[src/hdl/assert_macros.svh]
// ---------------------------------------------------------------------------
// assert_macros
// Assertion helpers shared by the RTL; empty when SYNTHESIS is defined.
// ---------------------------------------------------------------------------
`ifndef ASSERT_MACROS_SVH
`define ASSERT_MACROS_SVH

`ifndef SYNTHESIS
// Plain invariant, sampled on clk, off during reset.
`define UCP_ASSERT(lbl, cond) \
  lbl: assert property (@(posedge clk) disable iff (!rst_n) (cond)) \
    else $error("assertion failed");
// Implication from a trigger to a consequence in the same cycle.
`define UCP_ASSERT_IMPL(lbl, trig, cons) \
  lbl: assert property (@(posedge clk) disable iff (!rst_n) (trig) |-> (cons)) \
    else $error("assertion failed");
`else
`define UCP_ASSERT(lbl, cond)
`define UCP_ASSERT_IMPL(lbl, trig, cons)
`endif

`endif

[src/hdl/ucp_pkg.sv]
// ---------------------------------------------------------------------------
// ucp_pkg
// Types and widths for the unit normal (normalized cross product) pipeline.
// ---------------------------------------------------------------------------
`timescale 1ns / 1ps

package ucp_pkg;

  localparam int unsigned SW    = 64;  // squared length
  localparam int unsigned RW    = 92;  // |c|^2 * 2^30
  localparam int unsigned PW    = 97;  // (2q-1)^2 * S
  localparam int unsigned QSW   = 82;  // (2q-1) * S, signed
  localparam int unsigned QBITS = 15;  // result magnitude 0..16384

  typedef struct packed {
    logic signed [15:0] a_x;
    logic signed [15:0] a_y;
    logic signed [15:0] a_z;
    logic signed [15:0] b_x;
    logic signed [15:0] b_y;
    logic signed [15:0] b_z;
  } in_t;

  typedef struct packed {
    logic signed [15:0] n_x;
    logic signed [15:0] n_y;
    logic signed [15:0] n_z;
    logic               degenerate;
  } out_t;

  // One component during the magnitude search.
  typedef struct packed {
    logic [PW-1:0]         p;
    logic signed [QSW-1:0] qs;
    logic [QBITS-1:0]      q;
    logic [RW-1:0]         r;
    logic                  neg;
  } lane_t;

  typedef struct packed {
    lane_t         lx;
    lane_t         ly;
    lane_t         lz;
    logic [SW-1:0] s;
    logic          deg;
  } step_t;

endpackage

[src/hdl/ucp_norm_step.sv]
// ---------------------------------------------------------------------------
// ucp_norm_step
// One registered bit decision of the rounded c/|c| magnitude, three lanes.
// ---------------------------------------------------------------------------
`timescale 1ns / 1ps

module ucp_norm_step
  import ucp_pkg::*;
#(
  parameter int unsigned BIT = 14
) (
  input  logic  clk,
  input  logic  en,
  input  step_t d_in,
  output step_t d_out_r
);

  // Try q + 2^BIT: (2q'-1)^2 S = P + 2^(BIT+2) Q + 2^(2BIT+2) S, Q' = Q + 2^(BIT+1) S.
  function automatic lane_t step_lane(lane_t li, logic [SW-1:0] s);
    logic signed [PW+1:0] p_ext;
    logic signed [PW+1:0] q_ext;
    logic signed [PW+1:0] s_ext;
    logic signed [PW+1:0] p_try;
    logic signed [QSW-1:0] s_q;
    lane_t lo;
    p_ext = $signed({2'b00, li.p});
    q_ext = $signed({{(PW+2-QSW){li.qs[QSW-1]}}, li.qs});
    s_ext = $signed({{(PW+2-SW){1'b0}}, s});
    s_q   = $signed({{(QSW-SW){1'b0}}, s});
    p_try = p_ext + (q_ext <<< (BIT + 2)) + (s_ext <<< (2 * BIT + 2));
    lo = li;
    if (!p_try[PW+1] && (p_try[PW-1:0] <= {{(PW-RW){1'b0}}, li.r})) begin
      lo.p  = p_try[PW-1:0];
      lo.qs = li.qs + (s_q <<< (BIT + 1));
      lo.q  = li.q | (QBITS'(1) << BIT);
    end
    return lo;
  endfunction

  step_t d_nxt;

  always_comb begin
    d_nxt     = d_in;
    d_nxt.lx  = step_lane(d_in.lx, d_in.s);
    d_nxt.ly  = step_lane(d_in.ly, d_in.s);
    d_nxt.lz  = step_lane(d_in.lz, d_in.s);
  end

  always_ff @(posedge clk) begin
    if (en) begin
      d_out_r <= d_nxt;
    end
  end

endmodule

[config.mk]
export PLATFORM = sky130hd
export DESIGN_NAME = ucp_norm_step
export DESIGN_NICKNAME = d
export VERILOG_FILES = /design/src/hdl/assert_macros.svh /design/src/hdl/ucp_pkg.sv /design/src/hdl/ucp_norm_step.sv
export SDC_FILE = /design/constraint.sdc
export NUM_CORES = 2
export LEC_CHECK = 0
export ABC_CLOCK_PERIOD_IN_PS = 6500
export BUFFER_PORTS_ARGS = -buffer_cell sky130_fd_sc_hd__buf_2
export CORE_AREA = 2 2 720 722
export CTS_BUF_LIST = sky130_fd_sc_hd__clkbuf_2
export CTS_CLUSTER_SIZE = 16
export DETAILED_ROUTE_END_ITERATION = 8
export DIE_AREA = 0 0 722 724
export PLACE_DENSITY = 0.3
export SLEW_MARGIN = 5
export SYNTH_ARGS = -nofsm -noshare
export SYNTH_HDL_FRONTEND = slang
export SYNTH_SLANG_ARGS = --single-unit
[constraint.sdc]
create_clock -name clk -period 6.5 [get_ports clk]
set_input_delay 0.65 -clock clk [delete_from_list [all_inputs] [get_ports clk]]
set_output_delay 0.65 -clock clk [all_outputs]
set_load 0.005 [all_outputs]
### Yosys cells after proc, flatten, opt, wreduce, memory -nomap -nowiden

Cells that the tools add are included.

* memories: 0
* word-level logic and storage cells: 41
* output and inout bits: 926
* flip-flop bits (word level): 926
* input port bits: 928
* bits in read-only memories: 0
* latch bits: 0
* bits in writable memories: 0

* bitwise operators: 0
* shifts and indexed selects: 0
* equal/unequal tests: 0
* magnitude comparators: 3
* multipliers: 0
* multiplexer cells: 3
* divide/modulo/power cells: 0
* reduce and logical (&&, ||, !) cells: 6
* add/subtract/negate cells: 9

Operators with widths (number)
* 194-bit two-way mux: 3
* 98-bit by 98-bit adder with 99-bit output: 3
* 99-bit by 95-bit adder with 99-bit output: 3
* 97-bit by 92-bit less-or-equal comparator with 1-bit output: 3
* 82-bit by 80-bit adder with 82-bit output: 3
* 1-bit logical AND: 3
* 1-bit logical NOT: 3

### Longest topological paths before layout

* word-level depth: 5
* gate-level depth with buffers: 31
* gate-level depth less buffers: 28

### Worst setup path before layout

Ideal clock, no wire load.

* path kind: input-to-reg
* start: input d_in[473] (netlist bit)
* end: register d_out_r[576] (netlist bit), data pin
* buffers on the path: 3
* path slack: -587 ps
* setup time: 262 ps
* arrival time: 6825 ps
* data required time: 6238 ps
* stages: 27
* path through: ha_1 > ha_1 > clkbuf_1 > nand2_1 > or3_1 > o21ai_0 > a31oi_2 > o21a_1 > o31a_1 > o31ai_1 > a21oi_1 > o31ai_1 > xor2_1 > ha_1 > a21o_1 > a21o_1 > a21oi_1 > o21ai_0 > a211o_1 > a221oi_1 > o31ai_1 > a211o_1 > a2111o_1 > or4b_1 > buf_2 > buf_2 > mux2_1

RTL lines
* start: declaration: RTL line ucp_norm_step.sv:14 `input step_t d_in,`
* end signal: assignment: RTL line ucp_norm_step.sv:51 `d_out_r <= d_nxt;`
* end: declaration: RTL line ucp_norm_step.sv:15 `output step_t d_out_r`

==> results.txt <==
The aggregate routed wire length is 578000 um. The placed wire-length estimate came out at 478000 um. The final weighted congestion of routability-driven global placement came out at 0.934. Before antenna repair, the detailed router went through 6 iterations. Of the available clock period, the critical path in the final layout requires 1.04.

The final hold violation count came out at 69. In the layout the commonest cells are 2988 x sky130_fd_sc_hd__dlygate4sd3_1, 1846 x sky130_fd_sc_hd__buf_2, 1762 x sky130_fd_sc_hd__buf_4, 926 x sky130_fd_sc_hd__edfxtp_1, 727 x sky130_fd_sc_hd__ha_1. After floorplanning, the core was divided into 264 placement rows. The number of synthesized register bits came out at 926. The number of vias per cell after detailed routing is 4.07. The number of endpoints failing setup at the final stage came out at 232. The minimum clock period came out at 6.78 ns.

The floorplan step defined a die boundary enclosing 523000 um^2. The total global routing overflow is 0. Power spread over the standard cell area amounts to 212 nW/um^2. The synthesized area per cell came out at 10.6 um^2. The tree is rooted in a sky130_fd_sc_hd__clkbuf_2. The slew at the pin with the worst max-slew slack is 1.70 ns. VDD sags by at most 0.111 mV. The effective utilization at floorplan is 0.136.

The number of warning messages in the yosys log came out at 0. The total number of vias came out at 83600. Setup repair after global routing could not meet its margin everywhere. The mean routed wirelength per cell came out at 28.2 um. The critical path data required time came out at 8.10 ns. The register with the most flip-flops in the layout has 926 of them. The share of async-settable or async-resettable flops after synthesis is 0.

The deepest clock path buffer count is 4. The synthesized design contains 926 enable-type register cells. The kind of cell with the highest combined delay along the critical path is compound AO/OA/AOI/OAI gates. The tool flagged a number of max-cap violations equal to 1. The number of buffers and inverters on the critical path is 6. The number of global-route vias before repair came out at 85700. The worst hold path terminates at d_out_r[465]. The final reports fail on hold timing, capacitance limit, slew limit, setup timing. The number of clock buffers inserted by TritonCTS is 315. The first-pass GRT wire length is 749000 um. The post-synthesis instance area came out at 69900 um^2. Along the worst hold path, the cell count comes to 1. The pre-CTS setup slack came out at -2.72 ns. The detail route stage leaves a number of antenna-violating nets equal to 0.

The number of design rule violations left after detail routing came out at 0. Among all flip-flop cells after synthesis, the most frequent one is sky130_fd_sc_hd__edfxtp_1. The core utilization of the finished layout came out at 0.266. The leakage power summed over all cells is 61.0 nW. The min-delay analysis places its worst path in the category in2reg. The largest registers in the layout are d_out_r (926). Of the cells placed in the final design, the portion with a size suffix greater than 1 is 0.351. The flow ran to the end, but the final reports show violations. The most flop-heavy register is d_out_r.

The final-stage net count is 15300. The worst hold margin came out at -1.13 ns. The critical path in this run is classified as in2reg.

For this run, the register share of the synthesized area comes to 0.398. The H-tree depth reported by CTS came out at 5. The filler cells instantiated in the layout total 55600.

The most frequent standard cell in the layout excluding fill and tap cells is sky130_fd_sc_hd__dlygate4sd3_1. Synthesis produced a netlist with a net count of 8466. The sequential cell area in the final layout is 27800 um^2.

The number of slew-limit violations in the final report is 2. The worst-case headroom to the max-slew limit is -0.163. The number of top-level pins came out at 1854. CTS saw 926 sinks. Compared with the post-synthesis result, the final layout area differs by 96.1%. The die is 724 um tall. The critical path data arrival time came out at 8.38 ns. The peak fanout along the critical path is 17. The first routing iteration left 5710 violations. STA classifies the critical path startpoint as a primary input. Including well taps, the total number of placed cells is 16800. The die extent in x came out at 722 um. The maximum achievable frequency came out at 147 MHz. For this design, the slowest cell found on the critical path is sky130_fd_sc_hd__dlygate4sd3_1. The clock transition at the register clock pins on the worst setup and hold paths after CTS is 0.09 ns.

TritonCTS built the clock tree. The worst setup path is captured at a flip-flop. The post-route worst setup slack came out at -0.285 ns. In this run the most critical hold path is launched from d_in[465]. The overall fraction of global-route tracks in use is 0.209.

The summed negative setup slack over all endpoints is -21.30 ns. The number of antenna violations at the first check in global routing came out at 220. In the final layout, the multi-input gates occupy 41500 um^2.

By instance count, the cell type seen most on the critical path is sky130_fd_sc_hd__ha_1. The number of buffer cells added on primary ports is 1853. The finished layout holds 20500 standard cells, fillers aside. Entering global routing, the biggest net connects 130 pins. The delay contributed by the slowest stage of the critical path is 0.60 ns.

Synthesis handed over a netlist of 6578 instances. The number of distinct library cell variants in the gate-level netlist after synthesis came out at 88. The placeable core region came out at 515000 um^2.
[cell type report]
class / instances / share of cell area
antenna: 113 / 0.00206
clock inverter: 114 / 0.00493
multi-input combinational: 5030 / 0.303
tap: 6783 / 0.0619
timing repair buffer: 6701 / 0.397
clock buffer: 445 / 0.0163
sequential: 926 / 0.203
inverter: 418 / 0.0115
[cell families after synthesis]
group                      count (synthesis)  synth area share
AOI/OAI and AO/OA                       1890             0.169
xor gates and xnor gates                 401            0.0503
adders and majority gates                960             0.193
buffers and inverters                    622            0.0353
DFF                                      926             0.398
muxes                                    336            0.0540
and+or+nand+nor                         1443             0.100
[report_power, final]
part | total, mW | switching, mW | internal [mW]
clock | 5.66 | 3.60 | 2.06
combinational | 15.8 | 8.10 | 7.75
sequential | 7.50 | 0.327 | 7.17
total | 29.0 | 12.0 | 17.0
[through the flow]
| step | power [mW] | instance area, um^2 |
|---|---|---|
| floorplan | 12.9 | 70500 |
| global placement | 20.8 | 101000 |
| detailed placement | 20.7 | 102000 |
| CTS | 28.7 | 133000 |
| global route | 30.9 | 137000 |
| finish | 29.0 | 137000 |
[synth_stat cells (all sizes together) (22+ instances only)]
library cell | instances | area [um^2]
edfxtp | 926 | 27800
ha | 762 | 9530
a21oi | 610 | 3050
nand2 | 473 | 1780
o21ai | 434 | 2170
inv | 418 | 1570
mux2 | 330 | 3720
a21o | 320 | 2400
nor2 | 302 | 1130
xnor2 | 258 | 2260
fa | 198 | 3960
nand4 | 175 | 1090
clkbuf | 152 | 571
xor2 | 143 | 1250
o21bai | 95 | 713
nor3 | 91 | 460
nand3 | 81 | 405
o21a | 61 | 458
a211oi | 55 | 418
nor2b | 55 | 344
buf | 52 | 328
a31oi | 47 | 300
and2 | 45 | 282
and3 | 45 | 282
o211ai | 43 | 328
nand2b | 40 | 250
nor4 | 36 | 225
o31ai | 36 | 270
or3 | 29 | 181
a21boi | 23 | 173
and4 | 22 | 193
[how the worst max path moves through the flow]
stage | start | to | slack [ns] | cells past startpoint
global placement | d_in[1] | d_out_r[613] | -3.09 | 28
detailed placement | d_in[25] | d_out_r[613] | -2.72 | 28
floorplan | d_in[601] | d_out_r[576] | -0.24 | 26
finish | d_in[470] | d_out_r[582] | -0.28 | 31
CTS | d_in[487] | d_out_r[582] | 0.0003 | 30
global route | d_in[850] | d_out_r[891] | -0.10 | 31
[layer usage]
layer,up-vias,part of all wire,global-route usage
li1,38600,-,-
met1,41000,0.42,0.263
met2,2987,0.45,0.336
met3,835,0.077,0.0581
met4,114,0.048,0.0872
met5,-,0.0012,0
[what timing repair did]
action,4_1_cts,5_1_grt
setup buffers,3,45
setup endpoints to repair,132,444
gates cloned,0,10
endpoints found under the hold margin,1852,138
pin swaps,5,119
gates resized for setup,4,340
hold buffers,2846,180
(Power assumes the default switching activity.)
